**config.mk**
```make
export PLATFORM = sky130hd
export DESIGN_NAME = pcx_rle_line_decoder_unit
export DESIGN_NICKNAME = d
export VERILOG_FILES = /design/src/rtl/core/pcx_rle_pkg.sv /design/src/rtl/core/pcx_rle_front.sv /design/src/rtl/core/pcx_rle_fifo.sv /design/src/rtl/core/pcx_rle_back.sv /design/src/rtl/core/pcx_rle_line_decoder_unit.sv
export SDC_FILE = /design/constraint.sdc
export NUM_CORES = 1
export LEC_CHECK = 0
export BUFFER_PORTS_ARGS = -buffer_cell sky130_fd_sc_hd__buf_2
export CAP_MARGIN = 20
export CELL_PAD_IN_SITES_DETAIL_PLACEMENT = 1
export CELL_PAD_IN_SITES_GLOBAL_PLACEMENT = 1
export CORE_ASPECT_RATIO = 1.2
export CORE_MARGIN = 2
export CORE_UTILIZATION = 44
export DETAILED_ROUTE_END_ITERATION = 6
export GPL_TIMING_DRIVEN = 0
export PLACE_DENSITY = 0.88
export SYNTH_ARGS = -nofsm -noshare
export SYNTH_HDL_FRONTEND = slang
export SYNTH_SLANG_ARGS = --single-unit
```
**constraint.sdc**
```tcl
create_clock -name clk -period 3.7 [get_ports clk]
set_clock_uncertainty 0.15 [all_clocks]
set_input_delay 0.74 -clock clk [delete_from_list [all_inputs] [get_ports clk]]
set_output_delay 0.74 -clock clk [all_outputs]
set_load 0.02 [all_outputs]
```
**src/rtl/core/pcx_rle_pkg.sv**
```systemverilog
// ----------------------------------------------------------------------------
// pcx_rle_pkg
// Types and constants shared by the run-length line decoder modules.
// ----------------------------------------------------------------------------
`default_nettype none

package pcx_rle_pkg;

  localparam logic [7:0] RUN_KEY_MASK   = 8'hC0;
  localparam logic [7:0] RUN_COUNT_MASK = 8'h3F;
  localparam logic [7:0] BYTE_MASK      = 8'hFF;

  localparam logic [15:0] BYTES_PER_LINE_RESET = 16'd640;
  localparam logic [15:0] IMAGE_HEIGHT_RESET   = 16'd480;

  localparam int CFG_IDX_W = 1;

  typedef enum logic [CFG_IDX_W-1:0] {
    CFG_BYTES_PER_LINE = 1'b0,
    CFG_IMAGE_HEIGHT   = 1'b1
  } cfg_idx_t;

  // one decoded command: a pixel value and how often to emit it
  typedef struct packed {
    logic [7:0] value;
    logic [5:0] count;
  } cmd_t;

  typedef struct packed {
    logic [7:0] pixel;
    logic       last_of_burst;
    logic       last_in_line;
    logic       last_in_image;
  } pix_t;

endpackage

`default_nettype wire

```
**src/rtl/core/pcx_rle_front.sv**
```systemverilog
// ----------------------------------------------------------------------------
// pcx_rle_front
// Takes compressed bytes and turns them into emit commands for the back end.
// ----------------------------------------------------------------------------
`default_nettype none

module pcx_rle_front (
  input  wire logic              clk,
  input  wire logic              rst_n,
  input  wire logic              in_push,
  input  wire logic [7:0]        in_byte,
  output logic                   in_full,
  input  wire logic              cmd_full,
  output logic                   cmd_push,
  output pcx_rle_pkg::cmd_t      cmd_data
);
  import pcx_rle_pkg::*;

  logic       await_run_value_r, await_run_value_nxt;
  logic [5:0] pending_count_r, pending_count_nxt;
  logic       accept;
  logic [7:0] byte_m;
  logic [7:0] count_m;
  logic       is_key;

  assign in_full = cmd_full;
  assign accept  = in_push && !cmd_full;
  assign byte_m  = in_byte & BYTE_MASK;
  assign count_m = byte_m & RUN_COUNT_MASK;
  assign is_key  = (byte_m & RUN_KEY_MASK) == RUN_KEY_MASK;

  always_comb begin
    await_run_value_nxt = await_run_value_r;
    pending_count_nxt   = pending_count_r;
    cmd_push            = 1'b0;
    cmd_data.value      = byte_m;
    cmd_data.count      = 6'd1;
    if (accept) begin
      priority if (await_run_value_r) begin
        await_run_value_nxt = 1'b0;
        pending_count_nxt   = 6'd0;
        // zero count run swallows its value byte
        cmd_push            = pending_count_r != 6'd0;
        cmd_data.count      = pending_count_r;
      end else if (is_key) begin
        await_run_value_nxt = 1'b1;
        pending_count_nxt   = count_m[5:0];
      end else begin
        cmd_push = 1'b1;
      end
    end
  end

  always_ff @(posedge clk) begin
    if (!rst_n) begin
      await_run_value_r <= 1'b0;
      pending_count_r   <= 6'd0;
    end else begin
      await_run_value_r <= await_run_value_nxt;
      pending_count_r   <= pending_count_nxt;
    end
  end

endmodule

`default_nettype wire

```
**src/rtl/core/pcx_rle_fifo.sv**
```systemverilog
// ----------------------------------------------------------------------------
// pcx_rle_fifo
// Short command queue between the front and the back end.
// ----------------------------------------------------------------------------
`default_nettype none

module pcx_rle_fifo #(
  parameter int DEPTH = 4
) (
  input  wire logic              clk,
  input  wire logic              rst_n,
  input  wire logic              push,
  input  wire pcx_rle_pkg::cmd_t wdata,
  output logic                   full,
  input  wire logic              pop,
  output pcx_rle_pkg::cmd_t      rdata,
  output logic                   valid
);
  import pcx_rle_pkg::*;

  localparam int PTR_W = (DEPTH > 1) ? $clog2(DEPTH) : 1;
  localparam int CNT_W = $clog2(DEPTH + 1);
  localparam logic [PTR_W-1:0] PTR_LAST = PTR_W'(DEPTH - 1);
  localparam logic [CNT_W-1:0] CNT_FULL = CNT_W'(DEPTH);

  cmd_t             entry_r [DEPTH];
  logic [PTR_W-1:0] wr_ptr_r, wr_ptr_nxt;
  logic [PTR_W-1:0] rd_ptr_r, rd_ptr_nxt;
  logic [CNT_W-1:0] count_r, count_nxt;
  logic             do_push, do_pop;

  assign full    = count_r == CNT_FULL;
  assign valid   = count_r != '0;
  assign rdata   = entry_r[rd_ptr_r];
  assign do_push = push && !full;
  assign do_pop  = pop && valid;

  always_comb begin
    wr_ptr_nxt = wr_ptr_r;
    rd_ptr_nxt = rd_ptr_r;
    count_nxt  = count_r;
    if (do_push) begin
      wr_ptr_nxt = (wr_ptr_r == PTR_LAST) ? '0 : wr_ptr_r + 1'b1;
    end
    if (do_pop) begin
      rd_ptr_nxt = (rd_ptr_r == PTR_LAST) ? '0 : rd_ptr_r + 1'b1;
    end
    unique case ({do_push, do_pop})
      2'b10:   count_nxt = count_r + 1'b1;
      2'b01:   count_nxt = count_r - 1'b1;
      default: count_nxt = count_r;
    endcase
  end

  always_ff @(posedge clk) begin
    if (!rst_n) begin
      wr_ptr_r <= '0;
      rd_ptr_r <= '0;
      count_r  <= '0;
    end else begin
      wr_ptr_r <= wr_ptr_nxt;
      rd_ptr_r <= rd_ptr_nxt;
      count_r  <= count_nxt;
    end
  end

  always_ff @(posedge clk) begin
    if (do_push) begin
      entry_r[wr_ptr_r] <= wdata;
    end
  end

endmodule

`default_nettype wire

```
**src/rtl/core/pcx_rle_back.sv**
```systemverilog
// ----------------------------------------------------------------------------
// pcx_rle_back
// Emits pixels from queued commands, one per cycle while the output register
// is free or popped, and tracks line and image position.
// ----------------------------------------------------------------------------
`default_nettype none

module pcx_rle_back (
  input  wire logic              clk,
  input  wire logic              rst_n,
  input  wire logic [15:0]       bytes_per_line,
  input  wire logic [15:0]       image_height,
  input  wire logic              cmd_valid,
  input  wire pcx_rle_pkg::cmd_t cmd_head,
  output logic                   cmd_pop,
  output logic                   out_empty,
  input  wire logic              out_pop,
  output pcx_rle_pkg::pix_t      out_pix
);
  import pcx_rle_pkg::*;

  logic        busy_r, busy_nxt;
  logic [7:0]  value_r, value_nxt;
  logic [5:0]  remain_r, remain_nxt;
  logic [15:0] column_pos_r, column_pos_nxt;
  logic [15:0] row_pos_r, row_pos_nxt;
  logic        out_valid_r, out_valid_nxt;
  pix_t        out_pix_r, out_pix_nxt;

  cmd_t        cur;
  logic        cur_valid, adv, fire;
  logic [15:0] col_inc, row_inc;
  logic        eol, eoi, done;
  logic [5:0]  remain_left;

  assign cur_valid   = busy_r || cmd_valid;
  assign cur         = busy_r ? cmd_t'{value: value_r, count: remain_r} : cmd_head;
  assign adv         = !out_valid_r || out_pop;
  assign fire        = cur_valid && adv;
  assign cmd_pop     = fire && !busy_r;

  assign col_inc     = column_pos_r + 16'd1;
  assign row_inc     = row_pos_r + 16'd1;
  // a position wrapped to zero or at the limit closes the line or image
  assign eol         = (col_inc == 16'd0) || (col_inc >= bytes_per_line);
  assign eoi         = eol && ((row_inc == 16'd0) || (row_inc >= image_height));
  assign remain_left = cur.count - 6'd1;
  assign done        = eol || (remain_left == 6'd0);

  assign out_empty   = !out_valid_r;
  assign out_pix     = out_pix_r;

  always_comb begin
    busy_nxt       = busy_r;
    value_nxt      = value_r;
    remain_nxt     = remain_r;
    column_pos_nxt = column_pos_r;
    row_pos_nxt    = row_pos_r;
    out_pix_nxt    = out_pix_r;
    out_valid_nxt  = out_valid_r && !out_pop;
    if (fire) begin
      busy_nxt                  = !done;
      value_nxt                 = cur.value;
      remain_nxt                = remain_left;
      out_valid_nxt             = 1'b1;
      out_pix_nxt.pixel         = cur.value;
      out_pix_nxt.last_of_burst = done;
      out_pix_nxt.last_in_line  = eol;
      out_pix_nxt.last_in_image = eoi;
      column_pos_nxt            = eol ? 16'd0 : col_inc;
      if (eol) begin
        row_pos_nxt = eoi ? 16'd0 : row_inc;
      end
    end
  end

  always_ff @(posedge clk) begin
    if (!rst_n) begin
      busy_r       <= 1'b0;
      column_pos_r <= 16'd0;
      row_pos_r    <= 16'd0;
      out_valid_r  <= 1'b0;
    end else begin
      busy_r       <= busy_nxt;
      column_pos_r <= column_pos_nxt;
      row_pos_r    <= row_pos_nxt;
      out_valid_r  <= out_valid_nxt;
    end
  end

  always_ff @(posedge clk) begin
    value_r   <= value_nxt;
    remain_r  <= remain_nxt;
    out_pix_r <= out_pix_nxt;
  end

endmodule

`default_nettype wire

```
**src/rtl/core/pcx_rle_line_decoder_unit.sv**
```systemverilog
// ----------------------------------------------------------------------------
// pcx_rle_line_decoder_unit
// Run-length decoder for compressed image lines with line and image marks.
// ----------------------------------------------------------------------------
// The front end takes one compressed byte per cycle while the command queue
// (CMD_DEPTH entries) has room. A literal yields one pixel, a key byte none,
// a run value byte as many as its count, or fewer when the line ends first,
// at one pixel a cycle from the single back-end emitter while its output
// register is free or popped. Results wait in that register, so a new pixel
// is made in the cycle the previous one is popped. There is no clearing pass
// after reset; the user writes the registers over cfg_* while idle (not enforced).
`default_nettype none

module pcx_rle_line_decoder_unit #(
  parameter int CMD_DEPTH = 4
) (
  input  wire logic                               clk,
  input  wire logic                               rst_n,
  input  wire logic                               in_push,
  input  wire logic [7:0]                         in_byte,
  output logic                                    in_full,
  output logic                                    out_empty,
  input  wire logic                               out_pop,
  output logic [7:0]                              out_pixel,
  output logic                                    out_last_of_burst,
  output logic                                    out_last_in_line,
  output logic                                    out_last_in_image,
  input  wire logic                               cfg_valid,
  output logic                                    cfg_ready,
  input  wire logic [pcx_rle_pkg::CFG_IDX_W-1:0]  cfg_index,
  input  wire logic [15:0]                        cfg_data
);
  import pcx_rle_pkg::*;

  logic [15:0] bytes_per_line_r, bytes_per_line_nxt;
  logic [15:0] image_height_r, image_height_nxt;

  cmd_t cmd_wdata, cmd_head;
  logic cmd_push, cmd_full, cmd_pop, cmd_valid;
  pix_t out_pix;

  assign cfg_ready = 1'b1;

  always_comb begin
    bytes_per_line_nxt = bytes_per_line_r;
    image_height_nxt   = image_height_r;
    if (cfg_valid && cfg_ready) begin
      unique case (cfg_idx_t'(cfg_index))
        CFG_BYTES_PER_LINE: bytes_per_line_nxt = cfg_data;
        CFG_IMAGE_HEIGHT:   image_height_nxt   = cfg_data;
        default:            ;
      endcase
    end
  end

  always_ff @(posedge clk) begin
    if (!rst_n) begin
      bytes_per_line_r <= BYTES_PER_LINE_RESET;
      image_height_r   <= IMAGE_HEIGHT_RESET;
    end else begin
      bytes_per_line_r <= bytes_per_line_nxt;
      image_height_r   <= image_height_nxt;
    end
  end

  pcx_rle_front u_front (
    .clk      (clk),
    .rst_n    (rst_n),
    .in_push  (in_push),
    .in_byte  (in_byte),
    .in_full  (in_full),
    .cmd_full (cmd_full),
    .cmd_push (cmd_push),
    .cmd_data (cmd_wdata)
  );

  pcx_rle_fifo #(
    .DEPTH (CMD_DEPTH)
  ) u_fifo (
    .clk   (clk),
    .rst_n (rst_n),
    .push  (cmd_push),
    .wdata (cmd_wdata),
    .full  (cmd_full),
    .pop   (cmd_pop),
    .rdata (cmd_head),
    .valid (cmd_valid)
  );

  pcx_rle_back u_back (
    .clk            (clk),
    .rst_n          (rst_n),
    .bytes_per_line (bytes_per_line_r),
    .image_height   (image_height_r),
    .cmd_valid      (cmd_valid),
    .cmd_head       (cmd_head),
    .cmd_pop        (cmd_pop),
    .out_empty      (out_empty),
    .out_pop        (out_pop),
    .out_pix        (out_pix)
  );

  assign out_pixel         = out_pix.pixel;
  assign out_last_of_burst = out_pix.last_of_burst;
  assign out_last_in_line  = out_pix.last_in_line;
  assign out_last_in_image = out_pix.last_in_image;

endmodule

`default_nettype wire

```
# Yosys cells after proc, flatten, opt, wreduce, memory -nomap -nowiden
# Memory sizes are Yosys's and may differ from the RTL's. A register that Yosys moved wholly into a read port is not among the register bits.
# Index checks and enable logic that the tools add are counted.
dict set report totals {
  mem_count 1
  ramBits 56
  output_inout_bits 14
  ff_bits 97
}
# name depth width rd rd_ports_with_merged_regs write_ports line
set memory_table {}
lappend memory_table {u_fifo.entry_r 4 14 1 1 1 pcx_rle_fifo.sv:26} ;# cmd_t entry_r [DEPTH];
dict set report op_classes {
  n_addsub 7
  mux 20
  bitwise_logic 2
  order_cmp 2
  eq_ne 6
  n_reduce_logical 29
}
# operator n
set ops {}
lappend ops {{adder 16 x 1 -> 16 bit (second input constant)} 2}
lappend ops {{>= comparator 16 bit} 2}
lappend ops {{zero test 16 bit} 2}
lappend ops {{2-to-1 mux 16 bit} 2}
lappend ops {{2-to-1 mux 6 bit} 4}
lappend ops {{2-to-1 mux 14 bit} 1}
lappend ops {{AND reduction 2 bit} 5}
lappend ops {{equality test 2 bit (second input constant)} 4}
lappend ops {{2-to-1 mux 1 bit} 8}
lappend ops {{2-to-1 mux 2 bit} 4}
lappend ops {{logical AND 1 bit} 7}
lappend ops {{zero test 6 bit} 1}
lappend ops {{case mux 3 bit (2 select lines)} 1}
lappend ops {{nonzero test 6 bit} 1}
lappend ops {{subtractor 6 x 1 -> 6 bit (second input constant)} 1}
lappend ops {{zero test 1 bit} 5}
lappend ops {{logical OR 1 bit} 5}
lappend ops {{adder 2 x 1 -> 2 bit (second input constant)} 2}
lappend ops {{nonzero test 2 bit} 2}
lappend ops {{adder 3 x 1 -> 3 bit (second input constant)} 1}
lappend ops {{equality test 3 bit (second input constant)} 1}
lappend ops {{nonzero test 3 bit} 1}
lappend ops {{subtractor 3 x 1 -> 3 bit (second input constant)} 1}
lappend ops {{equality test 2 x 1 -> 1 bit (second input constant)} 1}
lappend ops {{NOT 1 bit} 2}

# Depth between registers and ports, before layout
# Gate-level depths: netlist (run 1).
dict set report logic_depth {
  depth_word 7
  depth_mapped 16
}

# Modules after synthesis
# A second synthesis (run 1) with hierarchy kept.
dict set report hier_totals {
  cells_unflattened 791
  area_unflattened_um2 8236.6
}
# module instances cells_each area_each_um2
set by_module_without_submodules {}
lappend by_module_without_submodules {pcx_rle_back 1 477 3962.6}
lappend by_module_without_submodules {pcx_rle_fifo 1 129 2543.7}
lappend by_module_without_submodules {pcx_rle_line_decoder_unit 1 132 1277.5}
lappend by_module_without_submodules {pcx_rle_front 1 53 452.9}

# Worst setup path after synthesis (run 1)
# Ideal clock, no wire load.
dict set report synth_timing {
  path_kind {reg-to-reg}
  start {reg u_back.row_pos_r[0]}
  end {reg u_back.out_pix_r, in the netlist u_back.out_pix[0] (data pin)}
  path_slack_ps 106
  path_stages_with_launch 14
  synth_period_minus_slack_ps 3594
  path_buffers 2
  setup_ps 256
  t_arrival_ps 3189
  cell_sequence {dfxtp_1 ha_1 clkbuf_1 nand3_1 or3_1 nor2_1 xor2_1 ha_1 and4_1 a2111oi_0 o21ai_0 a31oi_1 buf_2 nor2_1}
}
dict set report synth_via {
  elab_chain_cells 4
  elab_cells_between_ends 5
  cone_classes {add/sub (1); order compare (1); reduce/logical (3)}
}
# element line
set synth_rtl {}
lappend synth_rtl {{start, declared} pcx_rle_back.sv:26} ;# logic [15:0] row_pos_r, row_pos_nxt;
lappend synth_rtl {{start signal, assigned} pcx_rle_back.sv:86} ;# row_pos_r <= row_pos_nxt;
lappend synth_rtl {{adder 16 x 1 -> 16 bit (*)} pcx_rle_back.sv:43} ;# assign row_inc = row_pos_r + 16'd1;
lappend synth_rtl {{>= comparator 16 bit / zero test 16 bit (equally long branches)} pcx_rle_back.sv:46} ;# assign eoi = eol && ((row_inc == 16'd0) || (row_inc >= image_height));
lappend synth_rtl {{logical OR 1 bit (*)} pcx_rle_back.sv:46}
lappend synth_rtl {{logical AND 1 bit (*)} pcx_rle_back.sv:46}
lappend synth_rtl {{named net u_back.eoi} pcx_rle_back.sv:33} ;# logic eol, eoi, done;
lappend synth_rtl {{end signal, assigned} pcx_rle_back.sv:94} ;# out_pix_r <= out_pix_nxt;
lappend synth_rtl {{end, declared} pcx_rle_back.sv:28} ;# pix_t out_pix_r, out_pix_nxt;
# Mark *: on every way through the listed nets, which the timed path passes. The rest lies on a longest branch.
# A chain may end at the register's enable or synchronous reset.

# Final worst setup path (run 1)
dict set report layout_timing {
  start {reg u_back.row_pos_r[0]}
  end {reg u_back.row_pos_r[10]}
}
dict set report layout_via {
  elab_chain_cells 5
  elab_cells_between_ends 6
  cone_classes {add/sub (1); order compare (1); mux (1); reduce/logical (3)}
}
# element line
set layout_rtl {}
lappend layout_rtl {{adder 16 x 1 -> 16 bit (*)} pcx_rle_back.sv:43}
lappend layout_rtl {{>= comparator 16 bit / zero test 16 bit (equally long branches)} pcx_rle_back.sv:46}
lappend layout_rtl {{logical OR 1 bit} pcx_rle_back.sv:46}
lappend layout_rtl {{logical AND 1 bit} pcx_rle_back.sv:46}
lappend layout_rtl {{2-to-1 mux 16 bit (*)} pcx_rle_back.sv:72} ;# row_pos_nxt = eoi ? 16'd0 : row_inc;
# Mark *: on every way between the ends. The rest lies on a longest branch, timed or not.

==> results of run 1 <==
-- what timing repair did --
item / 4_1_cts / 5_1_grt
hold endpoints to repair: 0 / 0
endpoints found under the setup margin: 27 / 30
resized for setup: 16 / 23
pin swaps: 0 / 4
buffers inserted: 2 / 4
-- registers in the layout, indices dropped and copies added (netlist names), named ones only --
signal / flops
u_fifo.rd_ptr_r: 2
image_height_r: 16
bytes_per_line_r: 16
u_front.pending_count_r: 6
u_front.await_run_value_r: 1
u_back.row_pos_r: 16
u_back.out_pix: 11
u_fifo.wr_ptr_r: 2
u_back.remain_r: 6
u_fifo.entry_r: 56
u_back.out_valid_r: 1
u_fifo.count_r: 3
u_back.column_pos_r: 16
u_back.busy_r: 1
-- logic make-up (layout without fill, tap and decap cells) --
| group | count (synthesis) | after routing |
|---|---|---|
| flip-flops | 155 | 155 |
| other | 1 | 1 |
| multiplexers | 23 | 23 |
| XOR/XNOR | 35 | 35 |
| AND/OR/NAND/NOR | 243 | 243 |
| AO/OA/AOI/OAI | 127 | 127 |
| buffers and inverters | 97 | 173 |
| adder cells (fa/ha/maj) | 44 | 44 |
-- cells in the final DEF, fill, tap and decap left out, types with 8 or more instances in the layout --
| master | netlist | routed |
|---|---|---|
| a21oi_1 | 8 | 8 |
| o211ai_1 | 8 | 8 |
| mux4_2 | 14 | 14 |
| inv_8 | 0 | 11 |
| inv_1 | 54 | 54 |
| nand4_1 | 13 | 13 |
| nor2b_1 | 21 | 21 |
| ha_1 | 43 | 42 |
| xnor2_1 | 20 | 18 |
| clkbuf_1 | 28 | 23 |
| mux2i_1 | 9 | 9 |
| xor2_1 | 15 | 13 |
| nand3_1 | 31 | 28 |
| nor3_1 | 12 | 11 |
| a21o_1 | 8 | 8 |
| and2_1 | 10 | 10 |
| buf_2 | 6 | 46 |
| a21boi_0 | 33 | 33 |
| a32o_1 | 15 | 15 |
| nor2_1 | 19 | 18 |
| buf_4 | 5 | 11 |
| edfxtp_1 | 73 | 73 |
| nand2_1 | 95 | 95 |
| and3_1 | 10 | 10 |
| dfxtp_1 | 82 | 80 |
| clkbuf_16 | 0 | 17 |
-- layout make-up --
cell class                      count  area [um^2]
Buffer                             38          204
Clock buffer                       17          425
Clock inverter                     15          159
Fill cell                        1894         8360
Inverter                           55          206
Multi-Input combinational cell    473         3650
Sequential cell                   155         3840
Tap cell                          220          275
Timing Repair Buffer               48          255
-- how the worst max path moves through the flow --
| stage | startpoint | slack (ps) | endpoint | depth (start not counted) |
|---|---|---|---|---|
| 6_report | u_back.row_pos_r[0] | 110 | u_back.row_pos_r[10] | 14 |
| 5_1_grt | u_back.row_pos_r[0] | -80 | u_back.row_pos_r[2] | 14 |
| 4_1_cts | u_back.row_pos_r[7] | 9 | u_back.row_pos_r[9] | 15 |
| 3_5_place_dp | u_back.row_pos_r[0] | -870 | u_back.out_pix[0] | 14 |
| 3_3_place_gp | u_back.row_pos_r[0] | -770 | u_back.out_pix[0] | 14 |
| 2_1_floorplan | u_back.row_pos_r[0] | 110 | u_back.out_pix[0] | 13 |
-- metal layers --
layer / track usage / wire, um / vias to the layer above
met5: 0 / 0 / -
met4: 0.109 / 781 / 0
met3: 0.0434 / 769 / 68
met2: 0.438 / 11800 / 153
met1: 0.241 / 8000 / 2858
li1: - / - / 2749
-- power by group --
| part | internal [uW] | leakage (uW) | switching [uW] |
|---|---|---|---|
| sequential | 2090 | 0.00134 | 110 |
| clock | 914 | 0.000293 | 845 |
| combinational | 487 | 0.00186 | 861 |
-- tightest hold or removal path, cell delays in order, from the launching register on --
cell and delay, ps:
dfxtp_1 310, nand2_1 50, a21boi_0 60
-- per-stage QoR --
stage	setup slack, ps	instance area, um^2	setup TNS, ps	total power [uW]	hold WS, ps
after CTS	8.99	8900	0	5340	323
after global placement	-768	8220	-10050	3480	301
after global routing	-77.5	9010	-482	5550	346
after floorplan	106	7740	0	3130	293
final	106	9010	0	5310	320
after detailed placement	-866	8220	-11550	3560	311
==> results.md, run 1 <==
* Status: completed
* Synth top area cells: edfxtp_1, dfxtp_1, ha_1
* Post-Synthesis Cell Area at slightly below 0.008 mm^2
* Top Ports at 44
* Via density at 5.71
* Remaining global-route overflow at 0
* Max incr delay on CP at 450 ps
* Worst-path fanout max at 10
* Register area share after synthesis at 0.495
* Largest net degree at the start of global routing at 19
* Worst-margin pin slew at 803 ps
* Core area at 0.0174 mm^2
* CTS max path bufs at 2
* Mux cell area share after synthesis at 0.0524
* Post-synth net total at 799
* Most common library cells after synthesis: nand2_1, dfxtp_1, edfxtp_1
* Full die area at 0.0187 mm^2
* CTS tree: built
* Worst Hold Path Cells at 2
* Pleak at 0.00350 uW
* Clock Sinks at 155
* HPWL after DPL at 14400 um
* Yosys warnings at 0
* Die Span Y at 149 um
* All-Layer GR Usage at 0.229
* CTS buffer count at 17
* Final nets at ~860
* Hold WC Path Type: flip-flop to flip-flop
* WHS Endpoint: image_height_r[15]
* Post-synth EDFFs at between 70 and 80
* CP bufs+invs at 1
* Slew Limit Fails at 0
* Hold Violations, Final at 0
* Cells on worst reg2reg path at 14
* Worst r2r src: u_back.row_pos_r[0]
* Non-Filler Instances at ~1000
* Hold wc startpoint: image_height_r[15]
* DRT Wirelength at 21300 um
* Adder-cell share of the synthesized area at 0.0721
* Avg WL per Cell at approximately 21 um
* Yosys reg bits at 155
* Width of the die at 125 um
* Simple-gate share of the synthesized area at 0.161
* Fmax at 278 MHz
* GP Congestion at roughly 0.85
* Placed cells at between 900 and 1000
* Yosys cell types at 60
* Largest family of logic cells by synthesized area: simple AND/OR/NAND/NOR gates
* CP Cell Sequence: ha_4 > nand3_1 > or3_4 > nor2_1 > xor2_2 > ha_1 > nand4_1 > a211oi_1 > a2111oi_2 > o21ai_2 > a31oi_4 > buf_6 > nand4_1 > o221ai_1
* Fin crit share at 0.971
* Vias in the first global route at 6333
* Data arrival time of the worst path at 3800 ps
* Initial DRT Pass Iterations at 5
* Area leader, netlist: edfxtp_1
* DR DRC count at 0
* Max H-tree Level at 4
* Worst reg2reg endpoint: u_back.row_pos_r[10]
* Slew headroom at 0.465
* Cells after synthesis at 725
* Worst IR drop on VDD at 0.439 mV
* Cell mode on critical path: nand4_1
* CP Capture Type: flip-flop
* Buffers on Ports at 42
* Layout cells sized above 1 at 0.170
* N_diodes at 0
* Min Tclk post-route at 3590 ps
* Hold_buf cts at 0
* XOR/XNOR Fraction of Synth Area at 0.0396
* CTS root buffer: clkbuf_16
* WP data required at about 3900 ps
* Post-synth top area share at 0.283
* PwrDens at 589 mW/mm^2
* First-pass GRT wire length at between 30000 and 40000 um
* Reg clk slew, reported paths at 70 ps
* Critical path type: flip-flop to flip-flop
* Vias at a little under 6000
* Synth Area in Compound Gates at 0.126
* FP Rows at 53
* Number of max-cap violations at 0
* FFs w/ async S/R, synth at 0
* Drt initial violations at 293
* Count leader, synth: nand2_1
* Initial antenna violation count at 0
* Final setup violating endpoints at 0
* Crit path max-delay cell type: or3_4
* Area delta synth->final at 16.4%
* Layout Utilization at 0.519
* Synth Area per Inst at 10.7 um^2
* Final ANT Viol Nets at 0
* Critical path startpoint category: flip-flop
* CP top delay family: simple AND/OR/NAND/NOR gates
* Initial Util at 0.445
* Ys flop type: dfxtp_1
* Reg-to-reg slack, setup at 110 ps
* Clock latency on the worst-skew pair at between 400 and 500 ps
(Power assumes the default switching activity.)
==> inputs of run 2 (changes only) <==
--- a/config.mk
+++ b/config.mk
@@ -13,7 +13,7 @@
 export CORE_MARGIN = 2
 export CORE_UTILIZATION = 44
 export DETAILED_ROUTE_END_ITERATION = 6
-export GPL_TIMING_DRIVEN = 0
+export HOLD_SLACK_MARGIN = 0.12
 export PLACE_DENSITY = 0.88
 export SYNTH_ARGS = -nofsm -noshare
 export SYNTH_HDL_FRONTEND = slang
==> run 2 against run 1 <==
Flip-flop and latch count unchanged. Total power increased by 0.25%. First-iteration DRC count increased by 17%. Largest power group unchanged. Highest routed layer unchanged.
==> results.md, run 2 (same netlist as run 1, synthesis figures left out) <==
* Initial Util at 0.445
* Final nets at about 850
* CTS buffer count at 17
* HPWL after DPL at 14300 um
* Max reg flops at between 50 and 60
* Hold_buf cts at 0
* Initial DRT Pass Iterations at 6
* Reg clk slew, reported paths at 70 ps
* First-pass GRT wire length at 32000 um
* Most frequent cells in the layout: nand2_1, dfxtp_1, edfxtp_1
* Avg WL per Cell at 20.4 um
* Min Tclk post-route at 3520 ps
* Most common cell after layout, fill and taps aside: nand2_1
* Slew Limit Fails at 0
* Worst-margin pin slew at 944 ps
* Fillers at 1909
* Pleak at 0.00346 uW
* Sw Share at 0.340
* Worst-path fanout max at 7
* Hold Violations, Final at 0
* Area delta synth->final at 14.8%
* Layout Utilization at 0.511
* Core area at 0.0174 mm^2
* Buffers on Ports at 42
* Critical path startpoint category: flip-flop
* Worst r2r src: u_back.row_pos_r[0]
* Via density at 5.79
* Critical path type: flip-flop to flip-flop
* Worst IR drop on VDD at 0.365 mV
* Final setup violating endpoints at 0
* DRT Wirelength at 20500 um
* Slew headroom at 0.370
* Die Span Y at approximately 150 um
* Post-layout instance area at 0.00888 mm^2
* Placed cell areas at 0.00823 mm^2
* Clock Sinks at 155
* CP Capture Type: flip-flop
* DR DRC count at 0
* GP Congestion at 0.887
* Clock power frac at 0.326
* Combinational share of power at 0.259
* Hold wc startpoint: bytes_per_line_r[2]
* Layout cells sized above 1 at 0.173
* Largest net degree at the start of global routing at 32
* CTS max path bufs at 2
* WP data required at 3900 ps
* CP Launch Point: u_back.row_pos_r[0]
* Biggest register: u_fifo.entry_r
* Cells on worst reg2reg path at 14
* FP Rows at 53
* Fin crit share at 0.951
* Width of the die at about 130 um
* CTS root buffer: clkbuf_16
* Top Ports at between 40 and 50
* Remaining global-route overflow at 0
* Flop pwr share at 0.414
* Fmax at ~280 MHz
* Psw at ~1800 uW
* Vias in the first global route at 5978
* Number of max-cap violations at 0
* All-Layer GR Usage at 0.221
* Placement Setup Slack at 86.9 ps
* N_diodes at 0
* PwrDens at 599 mW/mm^2
* Final worst setup slack at ~180 ps
* Internal at approximately 3500 uW
* Max H-tree Level at 4
* Data arrival time of the worst path at 3720 ps
* Hold WC Path Type: flip-flop to flip-flop
* Vias at 5818
* CTS tree: built
* Full die area at 0.0187 mm^2
* Worst Hold Path Cells at 2
* Status: completed
* Total power at 5320 uW
* Initial antenna violation count at 0
* Final ANT Viol Nets at 0
* Clock latency on the worst-skew pair at between 400 and 500 ps
* Drt initial violations at 344
run 2: cell count changes in the layout (fill, tap and decap cells not counted), moves of 4 or more:
cell	delta
buf_2	-4
buf_4	+16
buf_6	-4
clkbuf_1	-23
dfxtp_1	-5
dfxtp_2	+6
inv_8	-5
run 2: power by group through the flow:
stage	combinational [uW]	clock [uW]	sequential (uW)
floorplan	859	0	2270
global placement	1290	0	2230
detailed placement	1370	0	2240
CTS	1380	1770	2210
global route	1500	1820	2230
finish	1380	1740	2200
run 2: area by class of cell:
| type | count | area [um^2] | area share |
|---|---|---|---|
| sequential | 155 | 3840 | 0.433 |
| timing repair buffer | 70 | 433 | 0.0487 |
| clock inverter | 15 | 159 | 0.0179 |
| multi-input combinational | 473 | 3540 | 0.399 |
| tap | 220 | 275 | 0.0310 |
| clock buffer | 17 | 425 | 0.0479 |
| inverter | 55 | 206 | 0.0232 |
run 2: routing by layer:
metal / track usage / up-vias / share of wire / wire (um)
li1: - / 2718 / - / -
met3: 0.0445 / 38 / 0.031 / 638
met5: 0 / - / 0 / 0
met2: 0.395 / 128 / 0.53 / 10800
met1: 0.257 / 2934 / 0.41 / 8490
met4: 0.0939 / 0 / 0.030 / 615
run 2: stage by stage:
stage	std cells	hold WS, ps	TNS [ps]
3_5_place_dp	972	310	0
2_1_floorplan	725	293	0
6_report	1005	320	0
3_3_place_gp	972	302	0
4_1_cts	1004	319	0
5_1_grt	1005	341	-71.2
run 2: path summary, 6_finish.rpt:
check | to | slack (ps)
worst min register to register | bytes_per_line_r[2] | 320
worst min-delay path | bytes_per_line_r[2] | 320
worst max-delay path | u_back.row_pos_r[0] | 180
worst max register to register | u_back.row_pos_r[0] | 180
run 2: repair_timing:
item,4_1_cts,5_1_grt
pin swaps,0,0
setup buffers,0,1
resized for setup,1,18
endpoints found under the setup margin,9,24
run 2: critical path, cell delays in order (launching register included):
cell,delay (ps)
dfxtp_2,410
ha_1,210
nand3_1,160
or3_4,450
nor2_1,150
xor2_1,220
ha_1,280
nand4_1,110
a211oi_1,60
a2111oi_2,320
o21ai_1,140
a31oi_1,230
buf_4,200
nand3_4,120
mux2i_1,220
